**config.mk**
```make
export PLATFORM = sky130hd
export DESIGN_NAME = key_matrix_scan_debounce
export DESIGN_NICKNAME = d
export VERILOG_FILES = /design/src/kmsd_pkg.sv /design/src/kmsd_in_stage.sv /design/src/kmsd_debounce_core.sv /design/src/key_matrix_scan_debounce.sv
export SDC_FILE = /design/constraint.sdc
export NUM_CORES = 1
export LEC_CHECK = 0
export BUFFER_PORTS_ARGS = -buffer_cell sky130_fd_sc_hd__buf_2
export CORE_ASPECT_RATIO = 1.75
export CORE_MARGIN = 3
export CORE_UTILIZATION = 45
export DETAILED_ROUTE_END_ITERATION = 7
export PLACE_DENSITY = 0.7
export SKIP_CTS_REPAIR_TIMING = 1
export SLEW_MARGIN = 20
export SYNTH_ARGS = -nofsm -noshare
export SYNTH_HDL_FRONTEND = slang
export SYNTH_SLANG_ARGS = --single-unit
```
**constraint.sdc**
```tcl
create_clock -name clk -period 9.98 [get_ports clk]
set_clock_uncertainty 0.15 [all_clocks]
set_input_delay 1.996 -clock clk [delete_from_list [all_inputs] [get_ports clk]]
set_output_delay 1.996 -clock clk [all_outputs]
set_load 0.01 [all_outputs]
```
**src/kmsd_pkg.sv**
```systemverilog
// Shared types, constants and the column drive table for the key matrix scanner.
// No dependencies.
package kmsd_pkg;

    localparam int ROWS_DEFAULT  = 8;
    localparam int COLS_DEFAULT  = 18;
    localparam int DRIVE_ENTRIES = 18;
    localparam int SETTLE_W      = 8;
    localparam logic [SETTLE_W-1:0] SETTLE_RESET = 8'd5;

    typedef enum logic {
        OP_SAMPLE   = 1'b0,
        OP_END_SCAN = 1'b1
    } op_t;

    // One input item as held in the input register
    typedef struct packed {
        op_t        op;
        logic [4:0] column;
        logic [7:0] row_bits;
        logic [2:0] query_row;
        logic [4:0] query_column;
    } item_t;

    // One result item
    typedef struct packed {
        logic        settled;
        logic [17:0] stable_row;
        logic        key_is_on;
        logic [7:0]  key_count;
        logic [6:0]  column_drive;
    } result_t;

    // Select port pattern for each column of the demultiplexer
    function automatic logic [6:0] drive_pattern(input logic [4:0] col);
        logic [6:0] pat;
        case (col)
            5'd0:    pat = 7'h64;
            5'd1:    pat = 7'h54;
            5'd2:    pat = 7'h44;
            5'd3:    pat = 7'h17;
            5'd4:    pat = 7'h07;
            5'd5:    pat = 7'h73;
            5'd6:    pat = 7'h63;
            5'd7:    pat = 7'h53;
            5'd8:    pat = 7'h43;
            5'd9:    pat = 7'h33;
            5'd10:   pat = 7'h23;
            5'd11:   pat = 7'h13;
            5'd12:   pat = 7'h03;
            5'd13:   pat = 7'h56;
            5'd14:   pat = 7'h46;
            5'd15:   pat = 7'h75;
            5'd16:   pat = 7'h45;
            5'd17:   pat = 7'h74;
            default: pat = 7'h00;
        endcase
        return pat;
    endfunction

endpackage

```
**src/kmsd_in_stage.sv**
```systemverilog
// Input register stage: captures one item and holds it until the core takes it.
// Depends on kmsd_pkg.
module kmsd_in_stage (
    input  logic           clk,
    input  logic           rst_n,
    input  logic           in_valid,
    output logic           in_stall,
    input  kmsd_pkg::item_t item_in,
    output kmsd_pkg::item_t item_out,
    output logic           item_valid,
    input  logic           take
);
    import kmsd_pkg::*;

    logic  s1_valid_reg;
    item_t item_reg;
    logic  advance;

    // Stage moves when empty or when the core takes the held item
    assign advance    = !s1_valid_reg || take;
    assign in_stall   = !advance;
    assign item_out   = item_reg;
    assign item_valid = s1_valid_reg;

    always_ff @(posedge clk or negedge rst_n)
    begin
        if (!rst_n)
        begin
            s1_valid_reg <= 1'b0;
        end
        else if (advance)
        begin
            s1_valid_reg <= in_valid;
        end
    end

    // Payload, no reset
    always_ff @(posedge clk)
    begin
        if (advance && in_valid)
        begin
            item_reg <= item_in;
        end
    end

endmodule

```
**src/kmsd_debounce_core.sv**
```systemverilog
// Raw and stable key stores, shared settle counter and the result register.
// Depends on kmsd_pkg.
module kmsd_debounce_core #(
    parameter int ROWS = kmsd_pkg::ROWS_DEFAULT,
    parameter int COLS = kmsd_pkg::COLS_DEFAULT
) (
    input  logic             clk,
    input  logic             rst_n,
    input  kmsd_pkg::item_t  item,
    input  logic             item_valid,
    output logic             take,
    input  logic             cfg_we,
    input  logic [7:0]       cfg_wdata,
    output kmsd_pkg::result_t result,
    output logic             result_valid,
    input  logic             result_stall
);
    import kmsd_pkg::*;

    localparam int CW   = (COLS > 1) ? $clog2(COLS) : 1;
    localparam int RW   = (ROWS > 1) ? $clog2(ROWS) : 1;
    localparam int TW   = $clog2(ROWS * COLS + 1);
    localparam int PADW = (COLS > 18) ? COLS : 18;

    logic [COLS-1:0]     raw_reg    [ROWS];
    logic [COLS-1:0]     raw_next   [ROWS];
    logic [COLS-1:0]     stable_reg [ROWS];
    logic [COLS-1:0]     stable_next[ROWS];
    logic [TW-1:0]       raw_total_reg, raw_total_next;
    logic [TW-1:0]       stable_total_reg, stable_total_next;
    logic [SETTLE_W-1:0] settle_scans_reg;
    logic [SETTLE_W-1:0] settle_left_reg, settle_left_next;
    logic                result_valid_reg;
    result_t             result_reg, result_next;

    logic            fire;
    logic            col_ok;
    logic [CW-1:0]   col_idx;
    logic            changed;
    logic [3:0]      ups, downs;
    logic            copy;
    logic            qrow_ok, qcol_ok;
    logic [COLS-1:0] row_sel;
    logic [PADW-1:0] row_pad;
    logic [8:0]      total_ext;

    assign take         = !result_valid_reg || !result_stall;
    assign fire         = item_valid && take;
    assign result       = result_reg;
    assign result_valid = result_valid_reg;

    assign col_ok  = {1'b0, item.column} < 6'(COLS);
    assign col_idx = item.column[CW-1:0];

    // Raw store update: one column, every row; running count of raw keys
    always_comb
    begin
        logic was_bit;
        logic now_bit;
        changed = 1'b0;
        ups     = '0;
        downs   = '0;
        for (int r = 0; r < ROWS; r++)
        begin
            raw_next[r] = raw_reg[r];
            was_bit     = raw_reg[r][col_idx];
            now_bit     = item.row_bits[r];
            if (item.op == OP_SAMPLE && col_ok && was_bit != now_bit)
            begin
                raw_next[r][col_idx] = now_bit;
                changed = 1'b1;
                if (now_bit)
                    ups = ups + 4'd1;
                else
                    downs = downs + 4'd1;
            end
        end
        raw_total_next = raw_total_reg + TW'(ups) - TW'(downs);
    end

    // Settle counter and copy into the stable store
    always_comb
    begin
        copy             = 1'b0;
        settle_left_next = settle_left_reg;
        if (item.op == OP_SAMPLE)
        begin
            if (changed)
                settle_left_next = settle_scans_reg;
        end
        else if (settle_left_reg != '0)
        begin
            settle_left_next = settle_left_reg - 8'd1;
            copy             = (settle_left_reg == 8'd1);
        end
        for (int r = 0; r < ROWS; r++)
        begin
            stable_next[r] = copy ? raw_reg[r] : stable_reg[r];
        end
        stable_total_next = copy ? raw_total_reg : stable_total_reg;
    end

    // Result from the state after this item
    assign qrow_ok   = {1'b0, item.query_row} < 4'(ROWS);
    assign qcol_ok   = {1'b0, item.query_column} < 6'(COLS);
    assign row_sel   = qrow_ok ? stable_next[item.query_row[RW-1:0]] : '0;
    assign row_pad   = PADW'(row_sel);
    assign total_ext = 9'(stable_total_next);

    always_comb
    begin
        result_next.settled    = (settle_left_next == '0);
        result_next.stable_row = row_pad[17:0];
        result_next.key_is_on  = qcol_ok && row_sel[item.query_column[CW-1:0]];
        result_next.key_count  = (total_ext > 9'd255) ? 8'hFF : total_ext[7:0];
        result_next.column_drive =
            (col_ok && item.column < 5'(DRIVE_ENTRIES)) ? drive_pattern(item.column) : 7'd0;
    end

    // State registers
    always_ff @(posedge clk or negedge rst_n)
    begin
        if (!rst_n)
        begin
            for (int r = 0; r < ROWS; r++)
            begin
                raw_reg[r]    <= '0;
                stable_reg[r] <= '0;
            end
            raw_total_reg    <= '0;
            stable_total_reg <= '0;
            settle_left_reg  <= '0;
            settle_scans_reg <= SETTLE_RESET;
            result_valid_reg <= 1'b0;
        end
        else
        begin
            if (cfg_we)
                settle_scans_reg <= cfg_wdata;
            if (take)
                result_valid_reg <= item_valid;
            if (fire)
            begin
                for (int r = 0; r < ROWS; r++)
                begin
                    raw_reg[r]    <= raw_next[r];
                    stable_reg[r] <= stable_next[r];
                end
                raw_total_reg    <= raw_total_next;
                stable_total_reg <= stable_total_next;
                settle_left_reg  <= settle_left_next;
            end
        end
    end

    // Result payload, no reset
    always_ff @(posedge clk)
    begin
        if (fire)
            result_reg <= result_next;
    end

endmodule

```
**src/key_matrix_scan_debounce.sv**
```systemverilog
// Key matrix scanner with one shared debounce counter, top level.
// An accepted item passes the input reg, then the result reg, before its result is offered.
// One item per cycle unless out_stall holds; the single-pass core updates stores per item taken.
// Reset clears raw and stable stores, key counts and the settle counter; settle_scans
// returns to 5. Depends on kmsd_pkg, kmsd_in_stage and kmsd_debounce_core.
module key_matrix_scan_debounce #(
    parameter int ROWS = kmsd_pkg::ROWS_DEFAULT,
    parameter int COLS = kmsd_pkg::COLS_DEFAULT
) (
    input  logic        clk,
    input  logic        rst_n,
    input  logic        in_valid,
    output logic        in_stall,
    input  logic        op,
    input  logic [4:0]  column,
    input  logic [7:0]  row_bits,
    input  logic [2:0]  query_row,
    input  logic [4:0]  query_column,
    output logic        out_valid,
    input  logic        out_stall,
    output logic        settled,
    output logic [17:0] stable_row,
    output logic        key_is_on,
    output logic [7:0]  key_count,
    output logic [6:0]  column_drive,
    input  logic        cfg_we,
    input  logic [7:0]  cfg_wdata
);
    import kmsd_pkg::*;

    item_t   item_in, item_s1;
    logic    item_s1_valid;
    logic    core_take;
    result_t result;

    assign item_in.op           = op_t'(op);
    assign item_in.column       = column;
    assign item_in.row_bits     = row_bits;
    assign item_in.query_row    = query_row;
    assign item_in.query_column = query_column;

    kmsd_in_stage u_in_stage (
        .clk        (clk),
        .rst_n      (rst_n),
        .in_valid   (in_valid),
        .in_stall   (in_stall),
        .item_in    (item_in),
        .item_out   (item_s1),
        .item_valid (item_s1_valid),
        .take       (core_take)
    );

    kmsd_debounce_core #(
        .ROWS (ROWS),
        .COLS (COLS)
    ) u_core (
        .clk          (clk),
        .rst_n        (rst_n),
        .item         (item_s1),
        .item_valid   (item_s1_valid),
        .take         (core_take),
        .cfg_we       (cfg_we),
        .cfg_wdata    (cfg_wdata),
        .result       (result),
        .result_valid (out_valid),
        .result_stall (out_stall)
    );

    assign settled      = result.settled;
    assign stable_row   = result.stable_row;
    assign key_is_on    = result.key_is_on;
    assign key_count    = result.key_count;
    assign column_drive = result.column_drive;

endmodule

```
# Word level (Yosys, flattened, before mapping)
# Memory sizes are Yosys's and may differ from the RTL's. A register that Yosys moved wholly into a read port is not among the register bits.
# Cells that the tools add are included.
# op_classes
add_sub_neg	17
multipliers	0
n_div	0
n_lt_le_gt_ge	8
n_eq_ne	9
shift	0
muxes	85
n_bitwise	2
reduce_logical	31
# op_table
operator	n
18-bit 2-to-1 mux	10
18-bit bitwise mux	8
4-bit 2-to-1 mux	30
4-bit by 1-bit adder with 4-bit output, second input constant	14
18-bit binary-select mux with 3-bit select	1
1-bit binary-select mux with 5-bit select	9
8-bit 2-to-1 mux	4
1-bit 2-to-1 mux	22
2-bit AND reduction	8
5-bit < comparator, second input constant	3
1-bit logical AND	14
5-bit by 6-bit < comparator with 1-bit output, second input constant	2
8-bit by 4-bit adder with 8-bit output	1
8-bit by 1-bit == test with 1-bit output, second input constant	1
8-bit > comparator, second input constant	1
8-bit zero test	1
1-bit inequality test	8
8-bit nonzero test	1
8-bit by 1-bit subtractor with 8-bit output, second input constant	1
8-bit by 4-bit subtractor with 8-bit output	1
1-bit demux with 5-bit select	1
5-bit by 1-bit >= comparator with 1-bit output, second input constant	1
1-bit zero test	5
4-bit >= comparator, second input constant	1
other kinds (3)	4
# word_totals
register_bits	379
latch_bits	0
ram_bits	0
mem_bits_ro	192
input_bits	35
elab_cells	185
mem_count	1
# memory_table
name	depth	width	read_ports	rd_clocked_by_memory_dff	write_ports	line_no	rtl
(name not given)	32	6	1	1	0	kmsd_pkg.sv:37	case (col)

# Depth between registers and ports, before layout
# Gate-level depths: netlist of run 1.
# depth
word_depth	28
mapped_depth	38
ltp_nobuf	35

# Modules after synthesis
# Synthesis of run 1 repeated with hierarchy kept, for this count alone.
# unflattened
cells_unflattened	1678
hier_area_um2	20489.7
# by_module_without_submodules
module	n_inst	cells_per_inst	area_per_inst_um2	seq_area_each_um2
kmsd_debounce_core	1	1651	19771.5	9056.2
kmsd_in_stage	1	27	718.2	685.7

# Worst setup path after synthesis of run 1
# Ideal clock, no wire load.
# synth_path
path_kind	register to register
from	reg u_in_stage.item_reg, in the netlist u_in_stage.item_out[16]
to	reg u_core.raw_total_reg[7]
setup_ns	0.123
t_arrival_ns	7.300
required_time_ns	9.707
slack_ns	2.407
stages_incl_launch_ff	38
path_buffers	2
synth_period_minus_slack_ns	7.573
cell_sequence	edfxtp_1 -> buf_6 -> buf_6 -> mux4_2 -> a22o_1 -> a31oi_1 -> and2_1 -> nor3_1 -> ha_1 -> mux2i_1 -> nor2_1 -> ha_1 -> nand2_1 -> a21oi_1 -> xnor2_1 -> ha_1 -> xor2_1 -> nor2_1 -> [... 2 more ...] -> mux2i_1 -> ha_1 -> nand2_1 -> a21bo_2 -> ha_1 -> mux2_2 -> fa_1 -> inv_1 -> ha_1 -> a21o_1 -> a21o_1 -> a21o_1 -> a21oi_1 -> o21bai_1 -> a21oi_1 -> xnor2_1 -> nand2_1 -> xnor2_1
# synth_between
elab_chain_cells	28
# synth_lines
item	line_no	rtl
start: declaration	kmsd_in_stage.sv:16	item_t item_reg;
start signal: assignment	kmsd_in_stage.sv:42	item_reg <= item_in;
1-bit binary-select mux with 5-bit select	kmsd_debounce_core.sv:66	was_bit = raw_reg[r][col_idx];
1-bit 2-to-1 mux (not written as such)	kmsd_debounce_core.sv:66	
1-bit inequality test	kmsd_debounce_core.sv:68	if (item.op == OP_SAMPLE && col_ok && was_bit != now_bit)
1-bit logical AND	kmsd_debounce_core.sv:68	
4-bit 2-to-1 mux	kmsd_debounce_core.sv:68	
4-bit by 1-bit adder with 4-bit output	kmsd_debounce_core.sv:73	ups = ups + 4'd1;
4-bit 2-to-1 mux	kmsd_debounce_core.sv:72	if (now_bit)
4-bit 2-to-1 mux	kmsd_debounce_core.sv:68	
[... 12 more ...]	--	
4-bit by 1-bit adder with 4-bit output	kmsd_debounce_core.sv:73	
4-bit 2-to-1 mux	kmsd_debounce_core.sv:72	
4-bit 2-to-1 mux	kmsd_debounce_core.sv:68	
4-bit by 1-bit adder with 4-bit output	kmsd_debounce_core.sv:73	
4-bit 2-to-1 mux	kmsd_debounce_core.sv:72	
4-bit 2-to-1 mux	kmsd_debounce_core.sv:68	
8-bit by 4-bit adder with 8-bit output	kmsd_debounce_core.sv:78	raw_total_next = raw_total_reg + TW'(ups) - TW'(downs);
8-bit by 4-bit subtractor with 8-bit output *	kmsd_debounce_core.sv:78	
end signal: assignment	kmsd_debounce_core.sv:149	raw_total_reg <= raw_total_next;
end: declaration	kmsd_debounce_core.sv:29	logic [TW-1:0] raw_total_reg, raw_total_next;
# Mark *: on every way between the ends. The rest lies on a longest branch, timed or not. The select of a mux whose other input is x is not followed.
# A chain may end at the register's enable or synchronous reset.

# Final worst setup path of run 1
# layout_path
from	reg u_in_stage.item_reg, in the netlist u_in_stage.item_out[19]
to	reg u_core.raw_total_reg[7]
# Same word-level chain as after synthesis.

==> results of run 1 <==
## kinds of logic after synthesis
group / share of synthesized area
AND/OR/NAND/NOR: 0.0969
adder cells (fa/ha/maj): 0.0219
other: 0.000185
XOR/XNOR: 0.0228
buffers and inverters: 0.0293
multiplexers: 0.294
AO/OA/AOI/OAI: 0.0543
flip-flops: 0.481
## critical path: cells and delay by family (launching register included)
kind                       cells  cell delay (ns)
adders and majority gates      7             2.39
buffers and inverters          1             0.06
muxes                          3             0.59
AOI/OAI and AO/OA             11             2.17
and+or+nand+nor                8             1.47
xor gates and xnor gates       5             0.82
DFF                            1             0.76
## final cells by class
class	instances	area, µm²	area share
clock inverters	5	53.8	0.00241
clock buffers	54	1120	0.0504
multi-input cells	1105	9930	0.445
well taps	572	716	0.0321
flip-flops and latches	378	9740	0.437
repair buffers	101	604	0.0271
inverters	35	131	0.00589
## routing by layer
layer  share of wire  vias to the layer above  track usage
met4           0.076                        0        0.159
met3           0.047                      204       0.0274
met1            0.35                     7122        0.270
met2            0.52                      533        0.440
met5               0                        -            0
li1                -                     5987            -
## power breakdown
part           switching, µW  internal, µW
clock network            588           802
logic                    399           294
registers                105          1690
total                   1090          2790
## worst max path at each step
stage                                            from                                  end  slack, ns
floorplan           u_in_stage.item_out[16]$_DFFE_PP_  u_core.raw_total_reg[7]$_DFFE_PN0P_       2.41
global placement    u_in_stage.item_out[17]$_DFFE_PP_  u_core.raw_total_reg[7]$_DFFE_PN0P_       1.76
detailed placement  u_in_stage.item_out[17]$_DFFE_PP_  u_core.raw_total_reg[7]$_DFFE_PN0P_       1.62
CTS                 u_in_stage.item_out[18]$_DFFE_PP_  u_core.raw_total_reg[7]$_DFFE_PN0P_       1.59
global route        u_in_stage.item_out[19]$_DFFE_PP_  u_core.raw_total_reg[7]$_DFFE_PN0P_       0.92
finish              u_in_stage.item_out[19]$_DFFE_PP_  u_core.raw_total_reg[7]$_DFFE_PN0P_       1.42
## cells in the final DEF, fill, tap and decap left out, types with 30 or more instances in the layout
cell       instances
buf_2             69
clkbuf_16         40
dfrtp_1          320
edfxtp_1          56
inv_1             30
mux2_2           271
mux2i_1           30
mux4_2           114
nand2_1          247
nand3_1           40
nor2_1            48
o21ai_0           72
xnor2_1           31
## metrics by stage
| stage | power [µW] | hold WS (ns) | std cells |
|---|---|---|---|
| after floorplan | 2270 | 0.290 | 1627 |
| after global placement | 2480 | 0.303 | 2190 |
| after detailed placement | 2510 | 0.313 | 2190 |
| after CTS | 3900 | 0.328 | 2249 |
| after global routing | 4040 | 0.362 | 2250 |
| final | 3880 | 0.328 | 2250 |
==> results.ini, run 1 <==
[global_routing]
grt.total_usage = 0.243
grt_max_degree = 112
grt_pass1_wl_um = 89000
grt_remaining_overflow = 0
antenna_found_initial = 0
grt_pass1_vias = 14300

[power_and_ir_drop]
ir_drop_mv = 0.209
power.density_nw_per_um2 = 174
leakage_uw = 0.0101

[synth]
ys_seq_elements = 378
synth_cells = 1627
synth.most_common_cell = dfrtp_1
yosysWarnings = 0
synthDominantCellAreaShare = 0.395
synth_cell_types = 80
ys.flop_type = dfrtp_1
synth_edf_count = 56
seq_area_frac_synth = 0.481
async_flop_share = 0.852
netlist.top_cell.by_area = dfrtp_1
avgSynthCellArea_um2 = 12.4
synth_nets = 1695
synthTopCellsByCount = 320 x dfrtp_1, 271 x mux2_2, 247 x nand2_1
yosys-top-cells-area = dfrtp_1 40%, mux2_2 15%, mux4_2 13%
synthesis.area_um2 = 20300

[placement]
post-place-ws_ns = 1.62
gp_congestion = 0.933
port_buffers = 70
hpwl_um = 40900
place_area_um2 = 21100

[setup_path]
critPathSlowestCell = edfxtp_1
endpoint_kind = register
critPathKind = register to register
r2r_cells = 35
r2r_slack_ns = 1.42
critPathArrivalTime_ns = 8.83
critPathMaxStageDelay_ns = 0.76
path_max_fanout = 26
reg2reg_to = u_core.raw_total_reg[7]$_DFFE_PN0P_
start_kind = register
crit_top_cell = ha_1
crit_required_ns = 10.24
r2r_start = u_in_stage.item_out[19]$_DFFE_PP_

[clocking]
clk_latency_ns = 0.54
cts.sinks = 378
root_buffer = clkbuf_16
h-tree-depth = 2
cts_tree = done
clkTransAtPathRegs_ns = 0.07
clockBufferDepth = 3
cts_buffers = 35

[worst_hold_path]
hold_class = register to register
whs_path_depth = 2
worstHoldStart = u_core.stable_total_reg[1]$_DFFE_PN0P_
hold_end = u_core.stable_total_reg[1]$_DFFE_PN0P_

[floorplanning]
ios = 72
dieWidth_um = 166
initial_core_util = 0.456
die_h_um = 287
coreArea_um2 = 44400
die-area_um2 = 47700
rows = 102

[finish]
fillCellCount = 3787
syn2layout_area_growth_pct = 10.1
finish.utilization = 0.502
antenna_cells = 0
layout.nets = 1724
drive_gt1_frac = 0.337
final_area_um2 = 22300

[sta]
worst_pin_slew_ns = 1.14
fmax_ghz = 0.117
setup_viol = 0
slew_headroom = 0.236
rsz0062_at_grt = false
setup_slack_ns = 1.42
setup_tns_ns = 0
period_needed_ns = 8.56
min_period_over_period = 0.858
slew_violations = 0
hold_violations = 0

[routing]
num_vias = 13800
routed_wl_um = 58500
ant_nets = 0
drtIter0Drc = 1086
drc = 0
avgViaCountPerCell = 6.15
drt_pass1_iterations = 6
wl_per_cell_um = 26.0

[run_status]
status = finished, final reports clean

[flow_run]
maxCapViolCount = 0

(Power assumes the default switching activity.)
==> run 2: changes to the inputs <==
BUFFER_PORTS_ARGS = -buffer_cell sky130_fd_sc_hd__buf_4   (was -buffer_cell sky130_fd_sc_hd__buf_2)
==> run 2 against run 1 <==
Setup slack got worse by 0.42 ns. Clock-buffer cell count shrank 5. Maximum frequency decreased by 4.7%. Sequential share of layout area decreased by 0.28 points. Sequential power hardly changed. Combinational power increased by 2%. Critical path depth grew 1. Global-route usage about the same. Die area is the same. Critical path type unchanged. Largest cell class unchanged. Highest routed layer unchanged.
==> results.ini, run 2 (synthesis results as in run 1) <==
[run_status]
status = finished, final reports clean  ; unchanged

[setup_path]
crit_top_cell = ha_1  ; unchanged
start_kind = register  ; unchanged
critPathKind = register to register  ; unchanged
crit_required_ns = 10.24  ; about the same
endpoint_kind = register  ; unchanged
critPathArrivalTime_ns = 9.24  ; was 8.83 ns
r2r_start = u_in_stage.item_out[16]$_DFFE_PP_  ; was u_in_stage.item_out[19]$_DFFE_PP_
reg2reg_to = u_core.raw_total_reg[7]$_DFFE_PN0P_  ; unchanged
startpoint = u_in_stage.item_out[16]$_DFFE_PP_  ; was u_in_stage.item_out[19]$_DFFE_PP_
r2r_cells = 36  ; was 35
path_max_fanout = 15  ; was 26
critPathMaxStageDelay_ns = 0.99  ; was 0.76 ns
endpoint = u_core.raw_total_reg[7]$_DFFE_PN0P_  ; unchanged
critPathSlowestCell = edfxtp_1  ; unchanged
r2r_slack_ns = 1.0  ; was 1.42 ns

[routing]
wl_met1_um = 20700  ; was 20600 µm
routed_wl_um = 58400  ; was 58500 µm
drc = 0  ; unchanged
wl_met3_um = 2730  ; was 2770 µm
wl_per_cell_um = 26.0  ; about the same
avgViaCountPerCell = 6.14  ; was 6.15
drt_pass1_iterations = 5  ; was 6
wl_met2_um = 31000  ; was 30600 µm
highest_layer = met4  ; unchanged
drtIter0Drc = 1051  ; was 1086
num_vias = 13800  ; about the same
ant_nets = 0  ; unchanged

[finish]
antenna_cells = 0  ; unchanged
drive_gt1_frac = 0.336  ; was 0.337
multi_input_area_um2 = 9930  ; about the same
layout_common_cells = 320 x dfrtp_1, 271 x mux2_2, 247 x nand2_1, 114 x mux4_2, 93 x buf_4  ; was 320 x dfrtp_1, 271 x mux2_2, 247 x nand2_1, 114 x mux4_2, 72 x o21ai_0
layout.nets = 1720  ; was 1724
final_area_um2 = 22400  ; was 22300 µm²
seqCellArea_um2 = 9740  ; unchanged
fillCellCount = 3792  ; was 3787
layout_commonest_cell = dfrtp_1  ; unchanged
syn2layout_area_growth_pct = 10.8  ; was 10.1%

[sta]
setup_tns_ns = 0  ; unchanged
slew_violations = 0  ; unchanged
fmax_ghz = 0.111  ; was 0.117 GHz
rsz0062_at_grt = false  ; unchanged
worst_pin_slew_ns = 1.08  ; was 1.14 ns
slew_headroom = 0.280  ; was 0.236
min_period_over_period = 0.900  ; was 0.858
setup_viol = 0  ; unchanged
period_needed_ns = 8.98  ; was 8.56 ns
hold_violations = 0  ; unchanged

[worst_hold_path]
hold_class = register to register  ; unchanged

[placement]
port_buffers = 70  ; unchanged
place_area_um2 = 21300  ; was 21100 µm²
gp_congestion = 0.931  ; was 0.933
hpwl_um = 40500  ; was 40900 µm

[global_routing]
grt_pass1_wl_um = 89100  ; was 89000 µm
antenna_found_initial = 0  ; unchanged
grt.total_usage = 0.243  ; about the same
grt_max_degree = 171  ; was 112
grt_pass1_vias = 14500  ; was 14.3k
grt_remaining_overflow = 0  ; unchanged

[floorplanning]
die-area_um2 = 47700  ; unchanged
ios = 72  ; unchanged
coreArea_um2 = 44400  ; unchanged
dieWidth_um = 166  ; unchanged
initial_core_util = 0.456  ; unchanged
die_h_um = 287  ; unchanged
rows = 102  ; unchanged

[clocking]
cts_tree = done  ; unchanged
clockBufferDepth = 3  ; unchanged
root_buffer = clkbuf_16  ; unchanged
clk_latency_ns = 0.53  ; was 0.54 ns
cts_buffers = 35  ; unchanged
clkTransAtPathRegs_ns = 0.07  ; about the same
cts.sinks = 378  ; unchanged
h-tree-depth = 2  ; unchanged

[flow_run]
maxCapViolCount = 0  ; unchanged

[power_and_ir_drop]
ir_drop_mv = 0.179  ; was 0.209 mV
leakage_uw = 0.0102  ; was 0.0101 µW
power.density_nw_per_um2 = 172  ; was 174 nW/µm²

[run 2: final cells by class]
type	instances	share of cell area
Sequential cell	378	0.434
Tap cell	572	0.0319
Inverter	35	0.00585
Multi-Input combinational cell	1105	0.442
Clock buffer	49	0.0460
Timing Repair Buffer	97	0.0342
Clock inverter	14	0.00546
[run 2: how the worst min path moves through the flow]
stage | startpoint | endpoint | cells past startpoint
floorplan | u_core.stable_total_reg[7]$_DFFE_PN0P_ | u_core.stable_total_reg[7]$_DFFE_PN0P_ | 2
global placement | u_core.stable_total_reg[7]$_DFFE_PN0P_ | u_core.stable_total_reg[7]$_DFFE_PN0P_ | 2
detailed placement | u_core.stable_total_reg[7]$_DFFE_PN0P_ | u_core.stable_total_reg[7]$_DFFE_PN0P_ | 2
CTS | u_core.stable_total_reg[7]$_DFFE_PN0P_ | u_core.stable_total_reg[7]$_DFFE_PN0P_ | 2
global route | u_core.stable_total_reg[7]$_DFFE_PN0P_ | u_core.stable_total_reg[7]$_DFFE_PN0P_ | 2
finish | u_core.stable_total_reg[3]$_DFFE_PN0P_ | u_core.stable_total_reg[3]$_DFFE_PN0P_ | 2
[run 2: power breakdown]
| part | switching, µW | internal, µW |
|---|---|---|
| Sequential | 106 | 1690 |
| Combinational | 398 | 305 |
| Clock | 586 | 777 |
[run 2: critical path: cells and delay by family, from the launching register on]
family / cells / cell delay [ns]
adder cells (fa/ha/maj): 7 / 2.45
AO/OA/AOI/OAI: 11 / 2.40
XOR/XNOR: 5 / 0.91
AND/OR/NAND/NOR: 8 / 0.97
multiplexers: 3 / 0.60
buffers and inverters: 2 / 0.42
flip-flops: 1 / 0.99
[run 2: layer usage]
metal / vias to the layer above / GRT usage
li1: 5972 / -
met5: - / 0
met4: 0 / 0.142
met3: 169 / 0.0313
met2: 491 / 0.442
met1: 7173 / 0.274
[run 2: stage by stage]
stage,cells,hold WS [ns],power [µW],util,setup WS [ns]
3_5_place_dp,2186,0.307,2520,0.479,1.12
2_1_floorplan,1627,0.290,2270,-,2.41
6_report,2250,0.326,3860,0.505,0.997
5_1_grt,2250,0.342,4020,0.505,0.335
4_1_cts,2249,0.322,3880,0.505,1.05
3_3_place_gp,2186,0.303,2500,0.479,1.40
